--- src/sv/mjt_pkg.sv ---
// ----------------------------------------------------------------------------
// mjt_pkg
// Shared constants, types and reset values for the min-jerk trajectory block.
// ----------------------------------------------------------------------------
package mjt_pkg;

    localparam int JOINT_COUNT = 7;
    localparam int FRAC_BITS   = 16;
    localparam int ANGLE_W     = 19;
    localparam int DUR_W       = 26;
    localparam int TICK_W      = 16;

    localparam int CFG_IDX_W   = $clog2(JOINT_COUNT + 1);
    localparam int CFG_DATA_W  = (DUR_W > ANGLE_W) ? DUR_W : ANGLE_W;

    localparam int S_TDATA_W   = ((TICK_W + JOINT_COUNT * ANGLE_W + 7) / 8) * 8;
    localparam int M_TDATA_W   = ((JOINT_COUNT * ANGLE_W + 7) / 8) * 8;

    // blend arithmetic widths
    localparam int S_W         = FRAC_BITS + 1;
    localparam int Q_W         = FRAC_BITS + 4;
    localparam int PROD_W      = FRAC_BITS + Q_W;
    localparam int DIFF_W      = ANGLE_W + 1;

    localparam logic [DUR_W-1:0] DURATION_RESET = DUR_W'(4000000);

    localparam logic [CFG_IDX_W-1:0] REG_DURATION    = CFG_IDX_W'(0);
    localparam logic [CFG_IDX_W-1:0] REG_TARGET_BASE = CFG_IDX_W'(1);

    typedef logic signed [ANGLE_W-1:0] angle_t;

    typedef enum logic [2:0] {
        ST_IDLE,
        ST_DIV,
        ST_BLEND,
        ST_MUL,
        ST_ADD,
        ST_OUT
    } ctrl_state_t;

    typedef enum logic [2:0] {
        BL_IDLE,
        BL_SQ,
        BL_CUBE,
        BL_POLY,
        BL_SAT
    } blend_phase_t;

    typedef struct packed {
        logic mul_en;
        logic add_en;
        logic done;
    } lane_ctrl_t;

    function automatic angle_t target_reset(input int idx);
        angle_t val;
        case (idx)
            1:       val = angle_t'(-32768);
            3:       val = angle_t'(-144179);
            5:       val = angle_t'(111411);
            6:       val = angle_t'(52429);
            default: val = '0;
        endcase
        return val;
    endfunction

endpackage

--- src/sv/mjt_lane.sv ---
// ----------------------------------------------------------------------------
// mjt_lane
// One joint: start + floor((home - start) * s / 2^F), or home once finished.
// ----------------------------------------------------------------------------
module mjt_lane
    import mjt_pkg::*;
(
    input  logic           aclk,
    input  lane_ctrl_t     ctrl,
    input  angle_t         start_angle,
    input  angle_t         home_angle,
    input  logic [S_W-1:0] s,
    output angle_t         cmd
);

    localparam int LP_W = DIFF_W + S_W + 1;

    logic signed [DIFF_W-1:0] diff;
    logic signed [LP_W-1:0]   prod_reg;
    logic signed [LP_W-1:0]   shifted;
    logic signed [LP_W-1:0]   sum;
    angle_t                   cmd_reg;

    assign diff    = DIFF_W'(home_angle) - DIFF_W'(start_angle);
    assign shifted = prod_reg >>> FRAC_BITS;
    assign sum     = shifted + LP_W'(start_angle);

    always_ff @(posedge aclk) begin
        if (ctrl.mul_en) prod_reg <= LP_W'(diff) * LP_W'($signed({1'b0, s}));
        if (ctrl.add_en) cmd_reg <= ctrl.done ? home_angle : sum[ANGLE_W-1:0];
    end

    assign cmd = cmd_reg;

endmodule

--- config.mk ---
export PLATFORM = sky130hd
export DESIGN_NAME = mjt_lane
export DESIGN_NICKNAME = d
export VERILOG_FILES = /design/src/sv/mjt_pkg.sv /design/src/sv/mjt_lane.sv
export SDC_FILE = /design/constraint.sdc
export NUM_CORES = 1
export LEC_CHECK = 0
export ABC_AREA = 0
export BUFFER_PORTS_ARGS = -buffer_cell sky130_fd_sc_hd__buf_4
export CORE_ASPECT_RATIO = 1.4
export CORE_MARGIN = 2
export CORE_UTILIZATION = 39
export DETAILED_ROUTE_END_ITERATION = 6
export GPL_TIMING_DRIVEN = 0
export HOLD_SLACK_MARGIN = 0.1
export PLACE_DENSITY_LB_ADDON = 0.1
export SLEW_MARGIN = 20
export SYNTH_ARGS = -nofsm -noshare
export SYNTH_HDL_FRONTEND = slang
export SYNTH_SLANG_ARGS = --single-unit
export TNS_END_PERCENT = 20
--- constraint.sdc ---
create_clock -name aclk -period 11.08 [get_ports aclk]
set_clock_uncertainty 0.15 [all_clocks]
set_input_delay 1.108 -clock aclk [delete_from_list [all_inputs] [get_ports aclk]]
set_output_delay 1.108 -clock aclk [all_outputs]
set_load 0.01 [all_outputs]
=== Word-level counts from Yosys, hierarchy flattened ===
Cells that the tools add are included.

* Word-level logic and storage cells: 6
* Input bits: 59
* Output and inout port bits: 19
* Flip-flop bits (word level): 54

* Add/sub/neg operators: 2
* Multipliers: 1
* Mux-type cells: 1

{| class="wikitable"
|+ Operators with widths
! kind !! number
|-
| 20-bit by 18-bit multiplier with 35-bit output || 1
|-
| 19-bit by 19-bit subtractor with 20-bit output || 1
|-
| 19-bit adder || 1
|-
| 19-bit 2-to-1 mux || 1
|}

=== Logic depth before layout (Yosys ltp) ===
* Depth in word-level cells: 2
* Mapped depth: 35
* Gate-level depth less buffers: 35

=== Worst setup path before layout ===
No wires, ideal clock.

* Kind: input port to flip-flop
* From: in start_angle[1]
* To: reg prod_reg[33], data pin
* Slack: 1.807 ns
* Buffers on the path: 1
* Data required time: 10.668 ns
* Stages on the path: 32
* Arrival: 8.861 ns
* Setup time: 0.262 ns
* Path through: inv_1 -> ha_1 -> nor2b_4 -> o31a_1 -> or4_4 -> a311oi_2 -> a21oi_2 -> a41o_1 -> or4b_4 -> o21ai_4 -> buf_12 -> nand2_1 -> fa_1 -> inv_1 -> fa_1 -> fa_1 -> fa_1 -> fa_1 -> inv_1 -> fa_1 -> inv_1 -> ha_1 -> a21o_1 -> a21o_1 -> a21o_1 -> a21oi_1 -> o31ai_1 -> a31oi_1 -> nor2b_1 -> nor2_1 -> o21bai_1 -> xor2_1

* Longest elaborated chain between the ends: 2

{| class="wikitable"
|+ RTL lines
! element !! line !! text
|-
| from (decl) || mjt_lane.sv:10 || <nowiki>input angle_t start_angle,</nowiki>
|-
| 19-bit by 19-bit subtractor with 20-bit output || mjt_lane.sv:24 || <nowiki>assign diff = DIFF_W'(home_angle) - DIFF_W'(start_angle);</nowiki>
|-
| 20-bit by 18-bit multiplier with 35-bit output || mjt_lane.sv:29 || <nowiki>if (ctrl.mul_en) prod_reg <= LP_W'(diff) * LP_W'($signed({1'b0, s}));</nowiki>
|-
| to (signal assigned) || mjt_lane.sv:29 ||
|-
| to (decl) || mjt_lane.sv:19 || <nowiki>logic signed [LP_W-1:0] prod_reg;</nowiki>
|}

No other way between the ends.
A chain may end at the register's enable or synchronous reset.

=== Worst setup path in the final report ===
* From: in start_angle[1]
* To: reg prod_reg[34], data pin

The elaborated chain is that of the path after synthesis.

==> out/qor.csv <==
stage,metric,value,unit
floorplanning,initial_standard_cell_utilization_of_the_core,39.38,%
detailed_routing,routed_wire_length_per_instance,19.08,µm
critical_path,worst_path_most_repeated_cell,sky130_fd_sc_hd__fa_1,
yosys,synth_top_cell_by_area,sky130_fd_sc_hd__fa_1,
critical_path,cp-end-kind,register,
yosys,syn-cell-area,14730,µm²
yosys,synthMostInstantiatedCell,sky130_fd_sc_hd__inv_1,
status,status,"finished, final reports clean",
cells_and_area,filler_cell_count,3802,
clock_tree,cts.sink_count,38,
yosys,mapped_cells,1623,
yosys,synthArstFlopShare,0,%
min_path,hold_path_class,register to register,
cells_and_area,post_layout_net_count,2194,
grt,grt_pass1_wl,65840,µm
sta,fmax,95.07,MHz
clock_tree,tritoncts,built,
sta,worst_slew_pin_slew,1.115,ns
detailed_routing,drt.antenna.violating_nets,0,
clock_tree,htree_num_levels,2,
floorplanning,floorplan.die.height,234.0,µm
yosys,yosys.cell_types.count,57,
clock_tree,cts-hold-fix-buffers,0,
clock_tree,cts_post_setup_buffers_inserted,0,
sta,slew_headroom,25.14,%
critical_path,critPathKind,input pin to register,
detailed_routing,drt_first_iter_violations,391,
sta,final-max-slew-violation-count,0,
yosys,synth_top_cell_area_share,43.21,%
grt,grt_start_max_net_pins,20,
critical_path,critical_path.slowest_cell,sky130_fd_sc_hd__a2111oi_0,
critical_path,worst_ep_arrival_time,10.40,ns
clock_tree,clock_insertion_delay_worst_skew,0.29,ns
floorplanning,design.portCount,78,
cells_and_area,area_delta_synth_final,8.781,%
run,drv_cap,0,
grt,track_usage,22.51,%
yosys,synth_simple_gate_area_share,15.35,%
detailed_routing,route.vias.total,10630,
yosys,synth_fa_ha_area_share,53.49,%
placed_design,gp_congestion,0.8569,
detailed_routing,first_pass_iters,4,
grt,first_global_vias,11880,
cells_and_area,multi_input_area,11810,µm²
grt,grt_overflow_total,0,
critical_path,crit_path_max_incr_delay,0.85,ns
yosys,top_post_synthesis_cells_by_count,"sky130_fd_sc_hd__inv_1 (424), sky130_fd_sc_hd__fa_1 (318), sky130_fd_sc_hd__nand2_1 (185)",
detailed_routing,post-route-drc-count,0,
floorplanning,fp.dieArea,39370,µm²
yosys,yosys_warn_count,0,
yosys,synth.net_count,2121,
clock_tree,clock_path_buffers,2,
sta,finalCritPeriodShare,94.93,%
yosys,ys_seq_elements,38,
detailed_routing,drt_wl_total,41420,µm
clock_tree,cts.root.buffer_cell,sky130_fd_sc_hd__clkbuf_16,
cells_and_area,layout.core_utilization,42.83,%
floorplanning,core_area,37420,µm²
placed_design,io_buffers,66,
clock_tree,cts_made_buffers,5,
yosys,seq_area_frac_synth,7.745,%
sta,timing_hold_violations_final,0,
yosys,number_of_enable_type_register_cells_in_the_synthesized_netlist,38,
cells_and_area,post_route_cells_drive_above_1_share,6.187,%
floorplanning,die-width,168.3,µm
critical_path,worstPathMaxFanout,10,
yosys,synthMuxAreaShare,0.2208,%
floorplanning,rows,84,
yosys,synth_area_leaders,"sky130_fd_sc_hd__fa_1 (43%), sky130_fd_sc_hd__inv_1 (11%), sky130_fd_sc_hd__ha_1 (10%)",
clock_tree,clk_pin_slew,0.06,ns
detailed_routing,viasPerCell,4.895,
grt,number_of_antenna_violations_at_the_first_check_in_global_routing,0,
yosys,synth-main-ff-cell,sky130_fd_sc_hd__edfxtp_1,
critical_path,critical_path.startpoint_type,input pin,
critical_path,wp_data_required,10.97,ns
yosys,synth_xor_xnor_area_share,4.331,%
yosys,syn_area_per_cell,9.078,µm²
yosys,combinational_family_with_the_most_area_after_synthesis,adder cells,
clock_tree,post_cts_sizing,0,
placed_design,hpwlAfterDp,35830,µm
sta,final_period_minus_worst_setup_slack,10.52,ns
yosys,synth_compound_area_share,6.327,%
sta,setup_viol,0,
sta,rsz0062_at_grt,no,
cells_and_area,regArea,1141,µm²
==> cells in the final DEF, fill, tap and decap left out, types with 4 or more instances in the layout <==
master                        n
sky130_fd_sc_hd__nand3_1      5
sky130_fd_sc_hd__and2_1     150
sky130_fd_sc_hd__a211oi_1     5
sky130_fd_sc_hd__a21boi_0     5
sky130_fd_sc_hd__o21ai_0     35
sky130_fd_sc_hd__inv_1      424
sky130_fd_sc_hd__xnor2_1     39
sky130_fd_sc_hd__xor2_1      23
sky130_fd_sc_hd__nor2b_1     30
sky130_fd_sc_hd__fa_1       318
sky130_fd_sc_hd__nand2b_1     9
sky130_fd_sc_hd__ha_1       121
sky130_fd_sc_hd__a21o_1      19
sky130_fd_sc_hd__inv_2        4
sky130_fd_sc_hd__o21a_1      14
sky130_fd_sc_hd__buf_4       67
sky130_fd_sc_hd__nor3_1      10
sky130_fd_sc_hd__edfxtp_1    38
sky130_fd_sc_hd__nand2_4      4
sky130_fd_sc_hd__xnor2_2      9
sky130_fd_sc_hd__nand2_1    185
sky130_fd_sc_hd__clkbuf_16    5
sky130_fd_sc_hd__clkbuf_1    51
sky130_fd_sc_hd__nor2_1      39
sky130_fd_sc_hd__a31oi_1      5
sky130_fd_sc_hd__o31ai_1      4
sky130_fd_sc_hd__a21oi_1     32
==> worst max-delay path: cells and delay by family <==
kind / cells / cell delay, ns
fa+ha+maj: 8 / 3.46
compound gates: 9 / 3.31
simple gates: 5 / 1.12
buf+inv: 6 / 0.90
xor+xnor: 2 / 0.48
==> per-stage QoR <==
step                      hold WS [ns]  std cells  TNS (ns)  instance area, µm²  setup slack, ns
after floorplan                 0.4866       1623         0               14730            1.807
after global placement          0.5645       2162   -0.2089               15820          -0.1090
after detailed placement        0.5617       2162  -0.09344               15870         -0.05060
after CTS                       0.5674       2170         0               16000           0.2046
after global routing            0.5787       2170         0               16020          0.01368
final                           0.5523       2171         0               16030           0.5617
==> layout make-up <==
| class | count | area share [%] |
|---|---|---|
| Antenna cell | 1 | 0.01561 |
| Buffer | 56 | 1.507 |
| Clock buffer | 5 | 0.7807 |
| Clock inverter | 3 | 0.07026 |
| Inverter | 428 | 10.02 |
| Multi-Input combinational cell | 1101 | 73.70 |
| Sequential cell | 38 | 7.120 |
| Tap cell | 473 | 3.693 |
| Timing Repair Buffer | 66 | 3.092 |
==> kinds of logic after synthesis <==
group                      after synthesis
buffers and inverters                  484
and+or+nand+nor                        446
adders and majority gates              439
AOI/OAI and AO/OA                      141
xor gates and xnor gates                72
DFF                                     38
muxes                                    3
==> path summary, 6_finish.rpt <==
kind	start	to	slack (ns)	cells after the start
worst max-delay path	start_angle[1]	prod_reg[34]$_DFFE_PP_	0.56	30
worst min-delay path	prod_reg[16]$_DFFE_PP_	cmd[0]$_DFFE_PP_	0.55	2
worst max register to register	prod_reg[16]$_DFFE_PP_	cmd[18]$_DFFE_PP_	7.59	13
worst min register to register	prod_reg[16]$_DFFE_PP_	cmd[0]$_DFFE_PP_	0.55	2
==> routing by layer <==
layer  GRT usage [%]  wire, µm  vias up
li1                -         -     4935
met1           24.10     15010     5455
met2           45.36     23380      165
met3           1.266       760       71
met4           9.483      2262        0
met5               0         0        -
Power is left out: the tool's default activity adds up to more than one toggle a clock period on the data nets, which glitch-free logic cannot reach.
