[src/sv/mjt_pkg.sv]
// ----------------------------------------------------------------------------
// mjt_pkg
// Shared constants, types and reset values for the min-jerk trajectory block.
// ----------------------------------------------------------------------------
package mjt_pkg;

    localparam int JOINT_COUNT = 7;
    localparam int FRAC_BITS   = 16;
    localparam int ANGLE_W     = 19;
    localparam int DUR_W       = 26;
    localparam int TICK_W      = 16;

    localparam int CFG_IDX_W   = $clog2(JOINT_COUNT + 1);
    localparam int CFG_DATA_W  = (DUR_W > ANGLE_W) ? DUR_W : ANGLE_W;

    localparam int S_TDATA_W   = ((TICK_W + JOINT_COUNT * ANGLE_W + 7) / 8) * 8;
    localparam int M_TDATA_W   = ((JOINT_COUNT * ANGLE_W + 7) / 8) * 8;

    // blend arithmetic widths
    localparam int S_W         = FRAC_BITS + 1;
    localparam int Q_W         = FRAC_BITS + 4;
    localparam int PROD_W      = FRAC_BITS + Q_W;
    localparam int DIFF_W      = ANGLE_W + 1;

    localparam logic [DUR_W-1:0] DURATION_RESET = DUR_W'(4000000);

    localparam logic [CFG_IDX_W-1:0] REG_DURATION    = CFG_IDX_W'(0);
    localparam logic [CFG_IDX_W-1:0] REG_TARGET_BASE = CFG_IDX_W'(1);

    typedef logic signed [ANGLE_W-1:0] angle_t;

    typedef enum logic [2:0] {
        ST_IDLE,
        ST_DIV,
        ST_BLEND,
        ST_MUL,
        ST_ADD,
        ST_OUT
    } ctrl_state_t;

    typedef enum logic [2:0] {
        BL_IDLE,
        BL_SQ,
        BL_CUBE,
        BL_POLY,
        BL_SAT
    } blend_phase_t;

    typedef struct packed {
        logic mul_en;
        logic add_en;
        logic done;
    } lane_ctrl_t;

    function automatic angle_t target_reset(input int idx);
        angle_t val;
        case (idx)
            1:       val = angle_t'(-32768);
            3:       val = angle_t'(-144179);
            5:       val = angle_t'(111411);
            6:       val = angle_t'(52429);
            default: val = '0;
        endcase
        return val;
    endfunction

endpackage

[src/sv/mjt_blend.sv]
// ----------------------------------------------------------------------------
// mjt_blend
// Quintic blend s = r^3 * (10 - 15r + 6r^2) on one shared multiplier.
// ----------------------------------------------------------------------------
module mjt_blend
    import mjt_pkg::*;
(
    input  logic                 aclk,
    input  logic                 aresetn,
    input  logic                 start,
    input  logic [FRAC_BITS-1:0] r,
    output logic                 done,
    output logic [S_W-1:0]       s
);

    localparam logic [Q_W:0]   Q_BASE = (Q_W + 1)'(10) << FRAC_BITS;
    localparam logic [Q_W-1:0] S_ONE  = Q_W'(1) << FRAC_BITS;

    blend_phase_t phase_reg, phase_next;

    logic [FRAC_BITS-1:0] r_reg;
    logic [Q_W-1:0]       q_reg;
    logic [PROD_W-1:0]    prod_reg;
    logic [S_W-1:0]       s_reg;
    logic                 done_reg;

    logic [FRAC_BITS-1:0] op_a;
    logic [Q_W-1:0]       op_b;
    logic                 mul_en;
    logic                 load_q;
    logic                 load_s;

    logic [FRAC_BITS-1:0] prod_hi;
    logic [Q_W:0]         q_sum;
    logic [Q_W-1:0]       s_raw;

    assign prod_hi = prod_reg[FRAC_BITS +: FRAC_BITS];
    assign s_raw   = prod_reg[PROD_W-1:FRAC_BITS];

    always_comb begin
        q_sum = Q_BASE + (Q_W + 1)'(prod_hi) * (Q_W + 1)'(6)
                - (Q_W + 1)'(r_reg) * (Q_W + 1)'(15);
    end

    // next state
    always_comb begin
        phase_next = phase_reg;
        case (phase_reg)
            BL_IDLE: if (start) phase_next = BL_SQ;
            BL_SQ:   phase_next = BL_CUBE;
            BL_CUBE: phase_next = BL_POLY;
            BL_POLY: phase_next = BL_SAT;
            BL_SAT:  phase_next = BL_IDLE;
            default: phase_next = BL_IDLE;
        endcase
    end

    // datapath controls
    always_comb begin
        op_a   = r_reg;
        op_b   = Q_W'(r_reg);
        mul_en = 1'b0;
        load_q = 1'b0;
        load_s = 1'b0;
        case (phase_reg)
            BL_SQ: begin
                mul_en = 1'b1;
            end
            BL_CUBE: begin
                op_a   = prod_hi;
                mul_en = 1'b1;
                load_q = 1'b1;
            end
            BL_POLY: begin
                op_a   = prod_hi;
                op_b   = q_reg;
                mul_en = 1'b1;
            end
            BL_SAT: begin
                load_s = 1'b1;
            end
            default: begin
                mul_en = 1'b0;
            end
        endcase
    end

    always_ff @(posedge aclk) begin
        if (!aresetn) begin
            phase_reg <= BL_IDLE;
            done_reg  <= 1'b0;
        end else begin
            phase_reg <= phase_next;
            done_reg  <= load_s;
        end
    end

    always_ff @(posedge aclk) begin
        if (start) r_reg <= r;
        if (mul_en) prod_reg <= PROD_W'(op_a) * PROD_W'(op_b);
        if (load_q) q_reg <= q_sum[Q_W-1:0];
        if (load_s) s_reg <= (s_raw > S_ONE) ? S_ONE[S_W-1:0] : s_raw[S_W-1:0];
    end

    assign done = done_reg;
    assign s    = s_reg;

endmodule

[config.mk]
export PLATFORM = sky130hd
export DESIGN_NAME = mjt_blend
export DESIGN_NICKNAME = d
export VERILOG_FILES = /design/src/sv/mjt_pkg.sv /design/src/sv/mjt_blend.sv
export SDC_FILE = /design/constraint.sdc
export NUM_CORES = 1
export LEC_CHECK = 0
export BUFFER_PORTS_ARGS = -buffer_cell sky130_fd_sc_hd__buf_4
export CORE_ASPECT_RATIO = 1.75
export CORE_UTILIZATION = 60
export CTS_BUF_LIST = sky130_fd_sc_hd__clkbuf_8 sky130_fd_sc_hd__clkbuf_16
export CTS_CLUSTER_SIZE = 25
export DETAILED_ROUTE_END_ITERATION = 12
export MAX_ROUTING_LAYER = met4
export PLACE_DENSITY = 0.74
export SETUP_SLACK_MARGIN = 0.1
export SYNTH_ARGS = -nofsm -noshare
export SYNTH_HDL_FRONTEND = slang
export SYNTH_SLANG_ARGS = --single-unit
[constraint.sdc]
create_clock -name aclk -period 13.3 [get_ports aclk]
set_input_delay 1.33 -clock aclk [delete_from_list [all_inputs] [get_ports aclk]]
set_output_delay 1.33 -clock aclk [all_outputs]
set_load 0.02 [all_outputs]
=== Word level (Yosys, flattened, before mapping) ===
Cells that the tools add are included.

* $mul: 3
* Reduce and logical (&&, ||, !) cells: 3
* Eq/ne operators: 5
* Magnitude comparators: 1
* Muxes and demuxes: 7
* Add/sub/neg operators: 2

{| class="wikitable"
|+ Operators by type and width
! kind !! number
|-
| multiplier 16 x 20 -> 36 bit || 1
|-
| adder 20 x 19 -> 20 bit, first input constant || 1
|-
| greater-than comparator 20 x 17 -> 1 bit, second input constant || 1
|-
| multiplier 16 x 4 -> 20 bit, second input constant || 1
|-
| 2-to-1 mux 20 bit || 1
|-
| subtractor 20 bit || 1
|-
| multiplier 16 x 2 -> 18 bit, second input constant || 1
|-
| 2-to-1 mux 16 bit || 1
|-
| one-hot mux 3 bit (4 select lines) || 1
|-
| equality test 3 x 2 -> 1 bit, second input constant || 2
|-
| equality test 3 x 1 -> 1 bit, second input constant || 1
|-
| equality test 3 bit, second input constant || 1
|-
| zero test 3 bit || 1
|-
| 2-to-1 mux 1 bit || 3
|-
| 2-to-1 mux 3 bit || 1
|-
| OR reduction 3 bit || 1
|-
| inequality test 2 bit, second input constant || 1
|-
| OR reduction 2 bit || 1
|}

* Word-level logic and storage cells: 27
* Output and inout port bits: 18
* Input port bits: 19
* Register bits: 93

=== Logic depth before layout (Yosys ltp) ===
Gate-level depths: netlist (run 1).

* Depth in word-level cells: 4
* Depth in mapped cells: 31
* Depth with buffers taken out: 27

=== Worst setup path after synthesis (run 1) ===
No wires, ideal clock.

* Path kind: flip-flop to flip-flop
* Start: register phase_reg[1]
* End: register prod_reg[34], data pin
* Setup slack: 6369 ps
* Arrival time: 6671 ps
* Path buffers: 4
* Clock period less this slack: 6931 ps
* Cell stages (with the launch flop): 27
* Data required time: 13041 ps
* Library setup time: 259 ps
* Cells stage by stage: dfxtp_1 -> nor2b_1 -> buf_6 -> clkbuf_1 -> clkbuf_1 -> a21o_1 -> clkbuf_1 -> nand2_1 -> fa_1 -> fa_1 -> fa_1 -> inv_1 -> fa_1 -> fa_1 -> inv_1 -> fa_1 -> inv_1 -> ha_1 -> nand2_1 -> o21ai_0 -> o21ai_0 -> or3_1 -> o21ai_2 -> nand2_4 -> o211ai_2 -> a41oi_1 -> xnor2_1

* Cells in the longest elaborated chain, start to end: 4
* Elaborated cells between the ends (all ways): 6
* Classes of those cells: mul: 1; eq/ne: 2; mux: 2; reduce/logical: 1

{| class="wikitable"
|+ Ends and longest elaborated chain
! item !! RTL line !! RTL
|-
| start: declaration || mjt_blend.sv:19 || <nowiki>blend_phase_t phase_reg, phase_next;</nowiki>
|-
| start signal: assignment || mjt_blend.sv:93 || <nowiki>phase_reg <= phase_next;</nowiki>
|-
| equality test 3 x 2 -> 1 bit || mjt_blend.sv:65 || <nowiki>case (phase_reg)</nowiki>
|-
| OR reduction 2 bit (no line) || - ||
|-
| 2-to-1 mux 16 bit || mjt_blend.sv:65 ||
|-
| multiplier 16 x 20 -> 36 bit (*) || mjt_blend.sv:100 || <nowiki>if (mul_en) prod_reg <= PROD_W'(op_a) * PROD_W'(op_b);</nowiki>
|-
| end signal: assignment || mjt_blend.sv:100 ||
|-
| end: declaration || mjt_blend.sv:23 || <nowiki>logic [PROD_W-1:0] prod_reg;</nowiki>
|}

Mark *: on every way between the ends. The rest lies on a longest branch, timed or not.
A chain may end at the register's enable or synchronous reset.

=== Final worst setup path (run 1) ===
* Start: register phase_reg[0]
* End: register prod_reg[28], data pin

Same word-level chain as after synthesis.

==> results of run 1 <==
routing by layer:
metal | global-route usage [%] | part of all wire [%] | vias up
met5 | - | 0 | -
met2 | 63.0 | 54 | 508
li1 | - | - | 5173
met4 | 26.6 | 8.8 | 0
met3 | 4.86 | 5.9 | 185
met1 | 37.0 | 31 | 5873
kinds of logic (layout without fill, tap and decap cells):
group	after synthesis	after routing	synth area share, %
adder cells (fa/ha/maj)	465	465	51.6
AND/OR/NAND/NOR	478	478	12.9
multiplexers	1	1	0.0643
XOR/XNOR	51	51	2.87
AO/OA/AOI/OAI	189	189	7.89
buffers and inverters	413	432	10.1
flip-flops	77	77	14.6
tightest hold or removal path, cell delays in order (launching register included):
cell	delay [ns]
dfxtp_1	0.36
nor2_1	0.12
nor3_1	0.05
placed cells by master (no fill, tap or decap), types with 2 or more instances in the layout:
master	n
inv_1	365
fa_1	295
nand2_1	205
nor2_1	190
ha_1	170
edfxtp_1	73
a21oi_1	72
buf_4	51
a21o_1	46
xnor2_1	39
and2_1	24
o21ai_0	21
and3_1	13
xor2_1	12
o21a_1	10
clkbuf_16	9
nand2b_1	8
nor3_1	7
nand4_1	7
o21bai_1	7
nor2b_1	6
nand3_1	6
a31oi_1	6
o21ai_1	4
dfxtp_1	4
or4_1	3
o41a_1	2
o211ai_2	2
a211o_1	2
clkinv_4	2
inv_6	2
worst max-delay path by stage:
stage / end / slack (ns) / cells after the start
final: prod_reg[28] / 5.43 / 24
after global routing: prod_reg[28] / 5.06 / 24
after CTS: prod_reg[28] / 5.45 / 24
after detailed placement: prod_reg[34] / 5.50 / 24
after global placement: prod_reg[34] / 5.61 / 24
after floorplan: prod_reg[34] / 6.37 / 26
area by class of cell:
class | instances | area, um2 | area share (%)
Clock inverter | 6 | 53.8 | 0.327
Inverter | 365 | 1370 | 8.33
Timing Repair Buffer | 51 | 383 | 2.33
Multi-Input combinational cell | 1184 | 11700 | 71.3
Clock buffer | 10 | 239 | 1.45
Sequential cell | 77 | 2270 | 13.8
Tap cell | 316 | 395 | 2.40
through the flow:
| stage | util, % | hold WS (ns) | setup WS, ns |
|---|---|---|---|
| 2_1_floorplan | - | 0.498 | 6.37 |
| 3_3_place_gp | 63.8 | 0.548 | 5.61 |
| 3_5_place_dp | 63.8 | 0.540 | 5.50 |
| 4_1_cts | 64.9 | 0.556 | 5.45 |
| 5_1_grt | 64.9 | 0.581 | 5.06 |
| 6_report | 64.9 | 0.563 | 5.43 |
==> reports/metrics.yaml, run 1 <==
cpMaxStageDelayCell: "a21oi_1"
grtUsageTotal_pct: 36.6
synth_edf_count: 73
clock_skew_ns: 0.0105
cts_buffer_depth: 2
portBuffers: 36
fin_area_um2: 16400
cts_root_buf: "clkbuf_16"
synth_cell_types: 55
initial_core_util_pct: 61.4
ys_seq_area_share_pct: 14.6
die_h_um: 215
yosysTopAreaCell: "fa_1"
hp-class: "flip-flop to flip-flop"
cp-end-kind: "flip-flop"
synth_top_area_share_pct: 38.0
dp_hpwl_um: 35400
crit_start: "phase_reg[0]"
critical_path_class: "flip-flop to flip-flop"
first_pass_iters: 5
start_kind: "flip-flop"
synth_area_per_cell_um2: 9.29
crit_top_cell: "fa_1"
synth.area.top_cells: "fa_1 (38%), edfxtp_1 (14%), ha_1 (14%)"
r2r_end: "prod_reg[28]"
postCtsResizedCells: 0
clock_latency_ns: 0.36
tightest_slew_ns: 1.21
netlist_top_cells_count: "inv_1 (365), fa_1 (295), nand2_1 (205), nor2_1 (191), ha_1 (170)"
worstPathRequired_ns: 13.40
vias_per_cell: 5.84
fmax_mhz: 127
antenna_found_initial: 0
die_w_um: 124
wl_um: 42800
grt-ovfl-total: 0
final_cell_count_no_fill: 2009
crit_chain: "and2_4 -> nor2_1 -> a21oi_1 -> nor2_1 -> fa_1 -> inv_1 -> fa_1 -> fa_1 -> inv_1 -> fa_1 -> fa_1 -> inv_1 -> fa_1 -> inv_1 -> ha_1 -> a21oi_1 -> o21ai_0 -> o21ai_0 -> or3_1 -> o21ai_2 -> nand2_4 -> o21bai_1 -> a21oi_1 -> xnor2_1"
synth_cells: 1674
antenna_cells: 0
die_area_um2: 26600
async_reset_ff_share_pct: 0
setup_viol: 0
syn_to_final_growth_pct: 5.73
cts_made_buffers: 9
grt_pass1_wl_um: 68800
cts.htree.levels: 3
crit_arrival_ns: 7.97
synthFlopType: "edfxtp_1"
drt_iter0_drc: 794
worstPathMaxFanout: 52
cts.reportedPaths.clkPinSlew_ns: 0.07
ioPinCount: 37
fin_crit_sh_pct: 59.1
syn_nets: 2158
synth_seq_cells: 77
ys.warnings.count: 0
cts_tree: "yes"
place.gp.congestion: 1.02
postCtsSetupBuffers: 0
dpl_cell_area_um2: 16200
reg2reg_slack_ns: 5.43
synth_most_common_cell: "inv_1"
nFillCells: 2124
fin_crit_ns: 7.87
status: "complete, no violations"
path_buf_inv: 4
ant_nets: 0
via_count: 11739
cts.hold.buffers_added: 0
whs_path_depth: 2
max_stage_delay_ns: 0.90
core_area_um2: 25300
synthesis.area_um2: 15600
critPathTopFamily: "adder cells"
cts_sinks: 77
grt_pass1_vias: 13238
fin_setup_tns_ns: 0
drc_errors: 0
drive_gt1_share_pct: 4.84
drt-wirelength-per-cell_um: 21.3
r2r-start: "phase_reg[0]"
place_inst: 1993
rsz0062_at_grt: "false"
min_delay_worst_endpoint: "phase_reg[0]"
r2r_cells: 24
row_count: 77
maxCapViolCount: 0
slew_headroom_pct: 19.2
hp-start: "phase_reg[1]"
hold_viol: 0
grt_max_degree: 54
drv_slew: 0
nNetsFinal: 2172
Power of run 1 is left out: the tool's default activity adds up to more than one toggle a clock period on the data nets, which glitch-free logic cannot reach.
==> run 2: changes to the inputs <==
- PLACE_DENSITY: 0.74 -> 0.77
- clock period: 13.3 -> 6.4 ns (I/O delays scaled with it)
==> reports/metrics.yaml, run 2 (synthesis results as in run 1) <==
status: "complete, but fails checks"
fmax_mhz: 149  # +18%
slew_headroom_pct: 22.2  # +3.0 points
nFillCells: 1716  # -19%
multi_input_area_um2: 12500  # +6.3%
maxCapViolCount: 0  # unchanged
grtUsageMet1_pct: 38.5  # +1.5 points
grt_pass1_vias: 14651  # +11%
cts.htree.levels: 3  # unchanged
cts_buffer_depth: 2  # unchanged
grt-ovfl-total: 0  # unchanged
core_area_um2: 25300  # unchanged
cts_made_buffers: 9  # unchanged
final_cell_mix: "inv_1 (351), fa_1 (281), buf_4 (264), nand2_1 (196), nor2_1 (167)"
cts_root_buf: "clkbuf_16"
grt_pass1_wl_um: 75000  # +8.9%
portBuffers: 36  # unchanged
row_count: 77  # unchanged
cts_sinks: 77  # unchanged
clock_skew_ns: 0.00909  # -0.00137 ns
rsz0062_at_grt: "true"
grtUsageTotal_pct: 40.0  # +3.4 points
die_h_um: 215  # unchanged
syn_to_final_growth_pct: 27.0
critical_path_class: "flip-flop to flip-flop"
critPathTopFamily: "adder cells"
die_w_um: 124  # unchanged
grt_max_degree: 21  # -61%
gr-usage-met3_pct: 4.64  # -0.21 points
first_pass_iters: 6  # +1
dp_hpwl_um: 40500  # +14%
cts.hold.buffers_added: 0  # unchanged
antenna_found_initial: 1  # +1
place.gp.congestion: 1.06  # +4.3%
final_common_cell: "inv_1"
cp-end-kind: "flip-flop"
drc_errors: 0  # unchanged
cts_tree: "yes"
tightest_slew_ns: 1.17  # -0.0465 ns
fin_area_um2: 19800  # +20%
clock_latency_ns: 0.35  # about the same
wl_um: 48600  # +14%
worstPathRequired_ns: 6.50  # -6.90 ns
met2_usage_pct: 69.2  # +6.2 points
drv_slew: 0  # unchanged
drt-wirelength-per-cell_um: 21.3  # about the same
drt_iter0_drc: 843  # +6.2%
pre_cts_ws_ns: -0.437  # -5.94 ns
ant_nets: 0  # unchanged
dpl_cell_area_um2: 18400  # +14%
start_kind: "flip-flop"
nNetsFinal: 2444  # +13%
cts.reportedPaths.clkPinSlew_ns: 0.06  # about the same
worst_slack_ns: -0.291  # -5.72 ns
whs_ns: 0.468  # -0.0951 ns
max_stage_delay_ns: 0.53  # -0.37 ns
drive_gt1_share_pct: 24.3  # +19 points
fin_crit_sh_pct: 105  # +45 points
path_buf_inv: 6  # +2
hp-class: "primary input to flip-flop"
setup_viol: 14  # +14
fin_crit_ns: 6.69  # -1.18 ns
die_area_um2: 26600  # unchanged
crit_arrival_ns: 6.79  # -1.18 ns
grt-busiest-layer: "met2"
register_area_um2: 2270  # about the same
fin_setup_tns_ns: -2.76  # -2.76 ns
crit_top_cell: "fa_1"
cpMaxStageDelayCell: "fa_1"
worstPathMaxFanout: 8  # -85%
initial_core_util_pct: 61.4  # unchanged
violations: "negative setup slack"
vias_per_cell: 5.72  # -2.0%
ioPinCount: 37  # unchanged
hold_viol: 0  # unchanged
via_count: 13062  # +11%
[run 2: changes by cell type in the layout (fill, tap and decap cells not counted), sizes merged]
cell	previous run	this run
buf	51	322
bufinv	0	1
clkinv	2	3
clkinvlp	1	0
diode	0	1
[run 2: routing by layer]
metal,routed length (um),vias up
li1,-,5722
met1,15200,6513
met2,25800,568
met3,2680,259
met4,4900,0
met5,0,-
[run 2: what timing repair did]
| item | in CTS | in global routing |
|---|---|---|
| endpoints found under the setup margin | 18 | 21 |
| cloned | 2 | 1 |
| pin swaps | 56 | 31 |
| setup buffers | 31 | 11 |
| resized for setup | 101 | 54 |
[run 2: stage by stage]
step,cells,utilization (%)
2_1_floorplan,1674,-
3_3_place_gp,2223,72.4
3_5_place_dp,2223,72.4
4_1_cts,2272,76.8
5_1_grt,2282,77.9
6_report,2282,77.9
[run 2: area by class of cell]
type	instances	share of cell area, %
Inverter	365	6.94
Tap cell	316	2.00
Multi-Input combinational cell	1184	63.1
Clock buffer	9	1.14
Antenna cell	1	0.0127
Timing Repair Buffer	323	14.9
Clock inverter	7	0.367
Sequential cell	77	11.5
[run 2: worst paths after layout]
kind | from | to | slack (ns) | cells after the start
worst max-delay path | phase_reg[1] | prod_reg[35] | -0.29 | 27
worst min-delay path | r[10] | r_reg[10] | 0.47 | 1
worst max register to register | phase_reg[1] | prod_reg[35] | -0.29 | 27
worst min register to register | prod_reg[32] | s[16] | 0.57 | 1
Power of run 2 is left out for the same reason.
