File: config.mk
export PLATFORM = sky130hd
export DESIGN_NAME = mjt_divider
export DESIGN_NICKNAME = d
export VERILOG_FILES = /design/src/sv/mjt_pkg.sv /design/src/sv/mjt_divider.sv
export SDC_FILE = /design/constraint.sdc
export NUM_CORES = 1
export LEC_CHECK = 0
export ABC_AREA = 1
export BUFFER_PORTS_ARGS = -buffer_cell sky130_fd_sc_hd__buf_2
export CELL_PAD_IN_SITES_DETAIL_PLACEMENT = 1
export CELL_PAD_IN_SITES_GLOBAL_PLACEMENT = 1
export CORE_MARGIN = 2
export CORE_UTILIZATION = 43
export CTS_CLUSTER_DIAMETER = 150
export DETAILED_ROUTE_END_ITERATION = 7
export GPL_TIMING_DRIVEN = 0
export PLACE_DENSITY = 0.89
export SETUP_SLACK_MARGIN = 0.5
export SLEW_MARGIN = 10
export SYNTH_ARGS = -nofsm -noshare
export SYNTH_HDL_FRONTEND = slang
export SYNTH_SLANG_ARGS = --single-unit
File: constraint.sdc
create_clock -name aclk -period 7.6 [get_ports aclk]
set_input_delay 2.28 -clock aclk [delete_from_list [all_inputs] [get_ports aclk]]
set_output_delay 2.28 -clock aclk [all_outputs]
set_load 0.02 [all_outputs]
File: src/sv/mjt_pkg.sv
// ----------------------------------------------------------------------------
// mjt_pkg
// Shared constants, types and reset values for the min-jerk trajectory block.
// ----------------------------------------------------------------------------
package mjt_pkg;

    localparam int JOINT_COUNT = 7;
    localparam int FRAC_BITS   = 16;
    localparam int ANGLE_W     = 19;
    localparam int DUR_W       = 26;
    localparam int TICK_W      = 16;

    localparam int CFG_IDX_W   = $clog2(JOINT_COUNT + 1);
    localparam int CFG_DATA_W  = (DUR_W > ANGLE_W) ? DUR_W : ANGLE_W;

    localparam int S_TDATA_W   = ((TICK_W + JOINT_COUNT * ANGLE_W + 7) / 8) * 8;
    localparam int M_TDATA_W   = ((JOINT_COUNT * ANGLE_W + 7) / 8) * 8;

    // blend arithmetic widths
    localparam int S_W         = FRAC_BITS + 1;
    localparam int Q_W         = FRAC_BITS + 4;
    localparam int PROD_W      = FRAC_BITS + Q_W;
    localparam int DIFF_W      = ANGLE_W + 1;

    localparam logic [DUR_W-1:0] DURATION_RESET = DUR_W'(4000000);

    localparam logic [CFG_IDX_W-1:0] REG_DURATION    = CFG_IDX_W'(0);
    localparam logic [CFG_IDX_W-1:0] REG_TARGET_BASE = CFG_IDX_W'(1);

    typedef logic signed [ANGLE_W-1:0] angle_t;

    typedef enum logic [2:0] {
        ST_IDLE,
        ST_DIV,
        ST_BLEND,
        ST_MUL,
        ST_ADD,
        ST_OUT
    } ctrl_state_t;

    typedef enum logic [2:0] {
        BL_IDLE,
        BL_SQ,
        BL_CUBE,
        BL_POLY,
        BL_SAT
    } blend_phase_t;

    typedef struct packed {
        logic mul_en;
        logic add_en;
        logic done;
    } lane_ctrl_t;

    function automatic angle_t target_reset(input int idx);
        angle_t val;
        case (idx)
            1:       val = angle_t'(-32768);
            3:       val = angle_t'(-144179);
            5:       val = angle_t'(111411);
            6:       val = angle_t'(52429);
            default: val = '0;
        endcase
        return val;
    endfunction

endpackage

File: src/sv/mjt_divider.sv
// ----------------------------------------------------------------------------
// mjt_divider
// Restoring divider, one quotient bit per cycle: floor(elapsed * 2^F / dur).
// ----------------------------------------------------------------------------
module mjt_divider
    import mjt_pkg::*;
(
    input  logic                 aclk,
    input  logic                 aresetn,
    input  logic                 start,
    input  logic [DUR_W-1:0]     dividend,
    input  logic [DUR_W-1:0]     divisor,
    output logic                 done,
    output logic [FRAC_BITS-1:0] quotient
);

    localparam int CNT_W = $clog2(FRAC_BITS + 1);

    logic                 busy_reg;
    logic                 done_reg;
    logic [CNT_W-1:0]     cnt_reg;
    logic [DUR_W-1:0]     rem_reg;
    logic [FRAC_BITS-1:0] quot_reg;

    logic [DUR_W:0]       trial;
    logic                 fits;
    logic [DUR_W:0]       rem_step;

    always_comb begin
        trial    = {rem_reg, 1'b0};
        fits     = trial >= {1'b0, divisor};
        rem_step = fits ? (trial - {1'b0, divisor}) : trial;
    end

    always_ff @(posedge aclk) begin
        if (!aresetn) begin
            busy_reg <= 1'b0;
            done_reg <= 1'b0;
            cnt_reg  <= '0;
        end else begin
            done_reg <= 1'b0;
            if (start) begin
                busy_reg <= 1'b1;
                cnt_reg  <= CNT_W'(FRAC_BITS);
            end else if (busy_reg) begin
                cnt_reg <= cnt_reg - CNT_W'(1);
                if (cnt_reg == CNT_W'(1)) begin
                    busy_reg <= 1'b0;
                    done_reg <= 1'b1;
                end
            end
        end
    end

    always_ff @(posedge aclk) begin
        if (start) begin
            rem_reg  <= dividend;
            quot_reg <= '0;
        end else if (busy_reg) begin
            rem_reg  <= rem_step[DUR_W-1:0];
            quot_reg <= {quot_reg[FRAC_BITS-2:0], fits};
        end
    end

    assign done     = done_reg;
    assign quotient = quot_reg;

endmodule

# [After elaboration in Yosys (flattened, before gate mapping)]
# Cells that the tools add are included.
[classes] reduce_logical=3 n_eq_ne=1 mux=9 bitwise_logic=2 order_cmp=1 n_addsub=2
[op_table] op="two-way mux 26 bit" count=3
[op_table] op=">= comparator 27 x 26 -> 1 bit" count=1
[op_table] op="subtractor 26 bit" count=1
[op_table] op="two-way mux 5 bit" count=2
[op_table] op="== test 5 x 1 -> 1 bit (second input constant)" count=1
[op_table] op="subtractor 5 x 1 -> 5 bit (second input constant)" count=1
[op_table] op="two-way mux 1 bit" count=4
[op_table] op="OR reduction 3 bit" count=1
[op_table] op="NOT 1 bit" count=2
[op_table] op="nonzero test 2 bit" count=1
[op_table] op="OR reduction 2 bit" count=1
[word_totals] in_bits=55 reg_bits=49 word_cells=24 output_inout_bits=17

# [Depth between registers and ports, before layout]
# Gate-level depths: netlist (run 1).
[depth] depth_word=4 ltp_mapped=16 depth_no_buf=15

# [Least setup slack after synthesis (run 1)]
# OpenSTA, ideal clock, no wires.
[synth_path] path_kind="input-to-reg" start="input port start" end="register rem_reg[0], enable pin" setup_ns=0.401 stages=4 arrival_ns=3.785 path_buffers=2 required_ns=7.199 slack_ns=3.414 path_cell_list="clkbuf_1 > inv_1 > nand2_1 > clkbuf_1"
[synth_via] elab_chain_len=1
[synth_rtl] element="from (decl)" line_no="mjt_divider.sv:10" source="input logic start,"
[synth_rtl] element="nonzero test 2 bit (no line)"
[synth_rtl] element="to (signal assigned)" line_no="mjt_divider.sv:57" source="rem_reg <= dividend;"
[synth_rtl] element="to (signal assigned)" line_no="mjt_divider.sv:60" source="rem_reg <= rem_step[DUR_W-1:0];"
[synth_rtl] element="to (decl)" line_no="mjt_divider.sv:22" source="logic [DUR_W-1:0] rem_reg;"
# Every way passes these cells.
# A chain may end at the register's enable or synchronous reset.

# [Final worst setup path (run 1)]
[layout_path] start="input port divisor[24]" end="register rem_reg[22], data pin"
[layout_via] elab_chain_len=4
[layout_rtl] element="from (decl)" line_no="mjt_divider.sv:12" source="input logic [DUR_W-1:0] divisor,"
[layout_rtl] element=">= comparator 27 x 26 -> 1 bit" line_no="mjt_divider.sv:31" source="fits = trial >= {1'b0, divisor};"
[layout_rtl] element="two-way mux 26 bit" line_no="mjt_divider.sv:32" source="rem_step = fits ? (trial - {1'b0, divisor}) : trial;"
[layout_rtl] element="two-way mux 26 bit" line_no="mjt_divider.sv:59" source="end else if (busy_reg) begin"
[layout_rtl] element="two-way mux 26 bit" line_no="mjt_divider.sv:56" source="if (start) begin"
# Every way passes these cells. The select of a mux whose other input is x is not followed.

==> results of run 1 <==
==> per-layer routing <==
layer	part of all wire, %	wire length [um]	vias to the layer above
met4	1.9	255	0
met1	44	5850	2083
met5	0	0	-
li1	-	-	2292
met3	4.3	575	21
met2	50	6660	98
==> critical path, stage by stage <==
cell	delay, ns
buf_2	0.07
inv_1	0.04
ha_1	0.38
nand2_1	0.13
nor3_1	0.28
nand2_1	0.15
a21oi_2	0.21
nor2_4	0.12
nand2_8	0.12
buf_6	0.16
nand3_1	0.14
nand2_1	0.10
nand2_1	0.05
==> layout by cell type (no fill, tap or decap), types with 2 or more instances in the layout <==
cell type	instances
a21oi_1	16
buf_2	72
buf_4	2
buf_6	3
clkbuf_1	7
clkbuf_8	5
dfxtp_1	23
edfxtp_1	26
ha_1	28
inv_1	145
inv_2	2
inv_6	2
nand2_1	258
nand3_1	56
nand3_2	6
nand3b_1	21
nand4_1	6
nor2_1	36
nor2_2	4
nor3_1	2
nor4_1	2
o21ai_0	4
o21bai_1	2
o22ai_1	14
xnor2_1	12
==> power by group <==
part           switching [mW]  total (mW)  leakage [nW]  internal, mW
Sequential             0.0191       0.341         0.451         0.321
Clock                   0.107       0.195        0.0573        0.0876
Combinational           0.354       0.554          2.31         0.200
==> final cells by class <==
type | count | area (sq um) | area share (%)
Tap cell | 133 | 166 | 3.30
Inverter | 148 | 556 | 11.0
Multi-Input combinational cell | 481 | 2500 | 49.5
Sequential cell | 49 | 1240 | 24.6
Timing Repair Buffer | 71 | 378 | 7.50
Clock inverter | 2 | 17.5 | 0.348
Buffer | 15 | 90.1 | 1.79
Clock buffer | 6 | 93.8 | 1.86
==> logic make-up after synthesis <==
kind of cell / share of synthesized area, %
xor+xnor: 2.60
compound gates: 5.51
flops: 28.3
simple gates: 40.4
fa+ha+maj: 8.45
buf+inv: 14.7
==> how the worst min path moves through the flow <==
stage | start | endpoint | slack, ns | depth (start not counted)
finish | quotient[8]$_SDFFE_PP0P_ | quotient[8]$_SDFFE_PP0P_ | 0.50 | 2
global route | quotient[8]$_SDFFE_PP0P_ | quotient[8]$_SDFFE_PP0P_ | 0.54 | 2
CTS | quotient[8]$_SDFFE_PP0P_ | quotient[8]$_SDFFE_PP0P_ | 0.50 | 2
detailed placement | quotient[8]$_SDFFE_PP0P_ | quotient[8]$_SDFFE_PP0P_ | 0.48 | 2
global placement | quotient[15]$_SDFFE_PP0P_ | quotient[15]$_SDFFE_PP0P_ | 0.47 | 2
floorplan | cnt_reg[1]$_SDFFE_PP0P_ | cnt_reg[1]$_SDFFE_PP0P_ | 0.48 | 2
==> per-stage QoR <==
step                utilization (%)  cell area [sq um]  setup WS [ns]  power, mW  cells
finish                         51.3               5040           3.46       1.09    905
global route                   51.3               5040           3.33       1.18    905
CTS                            51.3               5040           3.48       1.10    905
detailed placement             50.2               4930           3.13      0.897    897
global placement               49.9               4900           2.63      0.869    896
floorplan                         -               4380           3.41      0.745    693
==> summary.txt, run 1 <==
Status
  – Status: completed

STA
  – Final Skew: just over 0.008 ns
  – Final Max Slew Viols: 0
  – Fin crit period: 4.14 ns
  – Final setup vio count: 0
  – RSZ-0062 raised after global routing: no
  – WHS: 0.499 ns
  – Maximum operating frequency: about 240 MHz
  – Post-Route Setup TNS: 0 ns
  – Worst Tran Pin Value: a little over 0.5 ns
  – Final Hold Fails: 0
  – Period utilization: 54.5%
  – Slew headroom: roughly two thirds

Cells and area
  – Ratio of cells with drive above 1 in the final layout: approximately 14%
  – Fill cell count: between 1000 and 1500
  – Antenna Cells: 0
  – Final #Nets: 855
  – Flip-flop count of the largest register after layout: 26
  – Synth-to-Final Area Change: 15.0%

Yosys
  – Post-synth top cells: 258 x nand2_1, 145 x inv_1, 56 x nand3_1, 36 x nor2_1, 28 x ha_1
  – Avg Inst Size Synth: 6.32 sq um
  – Synth warn: 0
  – Cells after Synth: between 600 and 700
  – Predominant post-synthesis flop cell: edfxtp_1
  – Async SR Flop Fraction: 0%
  – Yosys reg bits: 49
  – Count leader, synth: nand2_1
  – Synth area leaders: nand2_1 22%, edfxtp_1 18%, inv_1 12%, dfxtp_1 11%, ha_1 8.0%
  – Sequential area share after synthesis: between 20% and 30%
  – Area leader, netlist: nand2_1
  – Post-Syn Area: ~4400 sq um
  – Top-area cell type share of the netlist area: between 20% and 30%
  – Net count after synthesis: 777
  – Post-synth EDFFs: 26
  – Unique masters post-synth: 38

Global route
  – Pin count of the biggest net entering global routing: 22
  – Total GRT Usage: between 20% and 30%
  – Grt met1 use: between 30 and 40%
  – Vias in the first global route: between 4000 and 5000
  – Met3 Usage GRT: roughly 3.9%
  – Initial antenna violation count: 0
  – First-pass GRT wire length: ~23 mm
  – Met2 usage: a little under half
  – Total global routing overflow: 0
  – Gr busiest metal: met2

Die
  – # rows: 36
  – Area of the core: 9820 sq um
  – Die W: between 100 and 150 um
  – Die height: ~100 um
  – Die footprint: ~11000 sq um
  – IO Count: 72
  – Initial Util: between 40 and 50%

Worst setup path
  – R2r worst-path depth: 13
  – Crit Path Class: in2reg
  – Crit. End Element: flop
  – Register-to-Register Setup Slack: around 5.1 ns
  – Worst reg2reg path endpoint: rem_reg[22]$_DFFE_PP_
  – Worst setup path end: rem_reg[22]$_DFFE_PP_
  – CP Max Fanout: 10
  – Reg-to-reg critical path startpoint: rem_reg[9]$_DFFE_PP_
  – Crit path launch: divisor[24]
  – CP required: 7.69 ns
  – Startpoint types: input pin
  – Arrival time at the worst endpoint: 4.23 ns

Clock tree
  – Post-CTS Setup Bufs: 0
  – Reg clk slew, reported paths: 0.10 ns
  – Clock tree buffer depth: 2
  – TritonCTS buffer count: 5
  – Hold Buf Count CTS: 0
  – Clk_lat worst skew: approximately 0.32 ns
  – Root Buffer: clkbuf_8
  – CTS H-tree depth: 2
  – CTS tree: done
  – Clk sinks: 49
  – Resized cells post-CTS: 0

Job
  – Max Cap Viol: 0

Route
  – Vias/cell: approximately 5
  – DR DRC count: 0
  – Drt pass-1 iters: 4
  – Post-route ant nets: 0
  – Routed via count: roughly 4500
  – Routed WL: ~13 mm
  – Drt first-iter violations: 177
  – Routed wire per std cell: 14.7 um

Place
  – DP HPWL: 11.1 mm
  – Gpl congestion: 0.922
  – Port Buffer Count: 70

Pwr
  – VDD IR max: 0.0918 mV
  – Leak: between 2 and 3 nW
  – PwrDens: 216 nW/um^2

Hold path
  – Hold Crit Class: reg2reg
(Power assumes the default switching activity.)
==> run 2: changes to the inputs <==
--- a/config.mk
+++ b/config.mk
@@ -10,11 +10,11 @@
 export CELL_PAD_IN_SITES_DETAIL_PLACEMENT = 1
 export CELL_PAD_IN_SITES_GLOBAL_PLACEMENT = 1
 export CORE_MARGIN = 2
-export CORE_UTILIZATION = 43
+export CORE_UTILIZATION = 40
 export CTS_CLUSTER_DIAMETER = 150
 export DETAILED_ROUTE_END_ITERATION = 7
 export GPL_TIMING_DRIVEN = 0
-export PLACE_DENSITY = 0.89
+export PLACE_DENSITY = 0.84
 export SETUP_SLACK_MARGIN = 0.5
 export SLEW_MARGIN = 10
 export SYNTH_ARGS = -nofsm -noshare
==> constraint.sdc (replaced) <==
create_clock -name aclk -period 4.2 [get_ports aclk]
set_input_delay 1.26 -clock aclk [delete_from_list [all_inputs] [get_ports aclk]]
set_output_delay 1.26 -clock aclk [all_outputs]
set_load 0.02 [all_outputs]
==> summary.txt, run 2 (synthesis results as in run 1) <==
Route
  – Routed wire per std cell: 14.6 um (was 14.7 um)
  – Post-route ant nets: 0 (unchanged)
  – Routed via count: 4509 (was 4494)
  – Vias/cell: 4.94 (was 4.97)
  – DR DRC count: 0 (unchanged)
  – Drt first-iter violations: 154 (was 177)
  – Drt pass-1 iters: 4 (unchanged)
  – Routed WL: 13.3 mm (about the same)

Worst setup path
  – CP max stage cell: ha_1 (unchanged)
  – CP Max Fanout: 10 (unchanged)
  – Arrival time at the worst endpoint: 3.15 ns (was 4.23 ns)
  – Startpoint types: input pin (unchanged)
  – Cell mode on critical path: nand2_1 (unchanged)
  – Crit. End Element: flop (unchanged)
  – CP Cell Sequence: buf_2, inv_1, ha_1, nand2_1, nor2_1, nand2_1, nor2_2, nand2_1, nand3_2, nor2_4, nand2_8, buf_6, nand3_1, nand2_1, nand2_1 (was buf_2, inv_1, ha_1, nand2_1, nor3_1, nand2_1, a21oi_2, nor2_4, nand2_8, buf_6, nand3_1, nand2_1, nand2_1)
  – CP max stage delay: 0.36 ns (was 0.38 ns)
  – Crit Path Class: in2reg (unchanged)
  – CP required: 4.28 ns (was 7.69 ns)

Global route
  – Total global routing overflow: 0 (unchanged)
  – First-pass GRT wire length: 22.5 mm (was 23.1 mm)
  – Pin count of the biggest net entering global routing: 23 (was 22)
  – Total GRT Usage: 24.1% (was 25.7%)
  – Vias in the first global route: 4789 (was 4874)
  – Initial antenna violation count: 0 (unchanged)

Clock tree
  – Clk sinks: 49 (unchanged)
  – Resized cells post-CTS: 0 (unchanged)
  – Clk_lat worst skew: 0.33 ns (was 0.32 ns)
  – Root Buffer: clkbuf_8 (unchanged)
  – Hold Buf Count CTS: 0 (unchanged)
  – Clock tree buffer depth: 2 (unchanged)
  – CTS H-tree depth: 2 (unchanged)
  – Reg clk slew, reported paths: 0.10 ns (about the same)
  – TritonCTS buffer count: 5 (unchanged)
  – CTS tree: done (unchanged)
  – Post-CTS Setup Bufs: 0 (unchanged)

STA
  – Final Max Slew Viols: 0 (unchanged)
  – Fin crit period: 3.07 ns
  – Period utilization: between 70% and 80%
  – Maximum operating frequency: 325 MHz
  – Post-Route Setup TNS: 0 ns (unchanged)
  – Slew headroom: 61.2% (was 65.4%)
  – Final Skew: 0.0200 ns (was 0.00831 ns)
  – Worst Tran Pin Value: 0.583 ns (was 0.519 ns)
  – Final setup vio count: 0 (unchanged)
  – Final Hold Fails: 0 (unchanged)
  – RSZ-0062 raised after global routing: no (unchanged)

Cells and area
  – Antenna Cells: 0 (unchanged)
  – Ratio of cells with drive above 1 in the final layout: 13.7% (unchanged)
  – Final #Nets: 855 (unchanged)
  – Commonest non-fill, non-tap cells in the layout: 258 x nand2_1, 145 x inv_1, 72 x buf_2 (unchanged)
  – Final core occ: 46.9% (was 51.3%)
  – Commonest non-fill, non-tap cell in the layout: nand2_1 (unchanged)
  – Synth-to-Final Area Change: 15.1% (was 15.0%)
  – Fill cell count: 1513 (was 1403)
  – Flip-flop count of the largest register after layout: 26 (unchanged)

Die
  – Die W: 109 um (was 105 um)
  – Area of the core: 10700 sq um (was 9820 sq um)
  – Initial Util: 40.8% (was 44.6%)
  – IO Count: 72 (unchanged)
  – Die height: 109 um (was 105 um)
  – # rows: 38 (was 36)
  – Die footprint: 11800 sq um (was 11000 sq um)

Pwr
  – Combinational share of power: 51.1% (was 50.9%)
  – P_sw: 0.860 mW (was 0.481 mW)
  – VDD IR max: 0.161 mV (was 0.0918 mV)
  – Sequential power share: 31.3% (about the same)
  – Leak: 2.81 nW (was 2.82 nW)
  – Switch share: 43.9% (was 44.1%)
  – Tot Pwr: 1.96 mW (was 1.09 mW)
  – P_int: 1.10 mW (was 0.609 mW)
  – Clock network fraction of total power: 17.6% (was 17.9%)
  – PwrDens: 388 nW/um^2 (was 216 nW/um^2)

Place
  – Gpl congestion: 0.909 (was 0.922)
  – DP HPWL: 11.0 mm (was 11.1 mm)
  – Port Buffer Count: 70 (unchanged)

Job
  – Max Cap Viol: 0 (unchanged)

Status
  – Status: completed (unchanged)

Hold path
  – Hold Crit Class: reg2reg (unchanged)
==> run 2: power groups by stage <==
stage          Combinational [mW]  Clock, mW  Sequential [mW]
2_1_floorplan               0.734          0            0.615
3_3_place_gp                0.964          0            0.620
3_5_place_dp                0.999          0            0.625
4_1_cts                      1.01      0.357            0.614
5_1_grt                      1.15      0.367            0.622
6_report                     1.00      0.344            0.614
==> run 2: metrics by stage <==
stage	setup slack, ns	instances	hold WS, ns	area [sq um]
after floorplan	1.03	693	0.475	4380
final	1.13	912	0.493	5040
after global routing	0.888	912	0.535	5040
after CTS	1.11	912	0.499	5040
after global placement	0.218	903	0.472	4910
after detailed placement	0.772	904	0.482	4940
==> run 2: worst max-delay path, delay by kind of cell <==
kind | cells | cell delay (ns)
AND/OR/NAND/NOR | 11 | 1.23
adder cells (fa/ha/maj) | 1 | 0.36
buffers and inverters | 3 | 0.27
==> run 2: path summary, 6_finish.rpt <==
kind                             startpoint                         to  slack [ns]  cells after the start
setup reg to reg      rem_reg[14]$_DFFE_PP_      rem_reg[20]$_DFFE_PP_        1.72                     13
hold reg to reg   quotient[14]$_SDFFE_PP0P_  quotient[14]$_SDFFE_PP0P_        0.49                      2
hold / removal    quotient[14]$_SDFFE_PP0P_  quotient[14]$_SDFFE_PP0P_        0.49                      2
setup / recovery                divisor[15]      rem_reg[20]$_DFFE_PP_        1.13                     15
==> run 2: final cells by class <==
type,instances,area (sq um),area share (%)
multi-input cells,481,2500,49.5
repair buffers,71,378,7.49
clock inverters,2,13.8,0.273
inverters,148,556,11.0
clock buffers,6,93.8,1.86
flip-flops and latches,49,1240,24.6
well taps,140,175,3.47
plain buffers,15,90.1,1.79
==> run 2: per-layer routing <==
layer	vias to the layer above	wire [um]	global-route usage, %
met5	-	0	0
met4	0	334	7.51
met3	26	427	3.11
met2	82	6690	44.0
met1	2106	5870	29.3
li1	2295	-	-
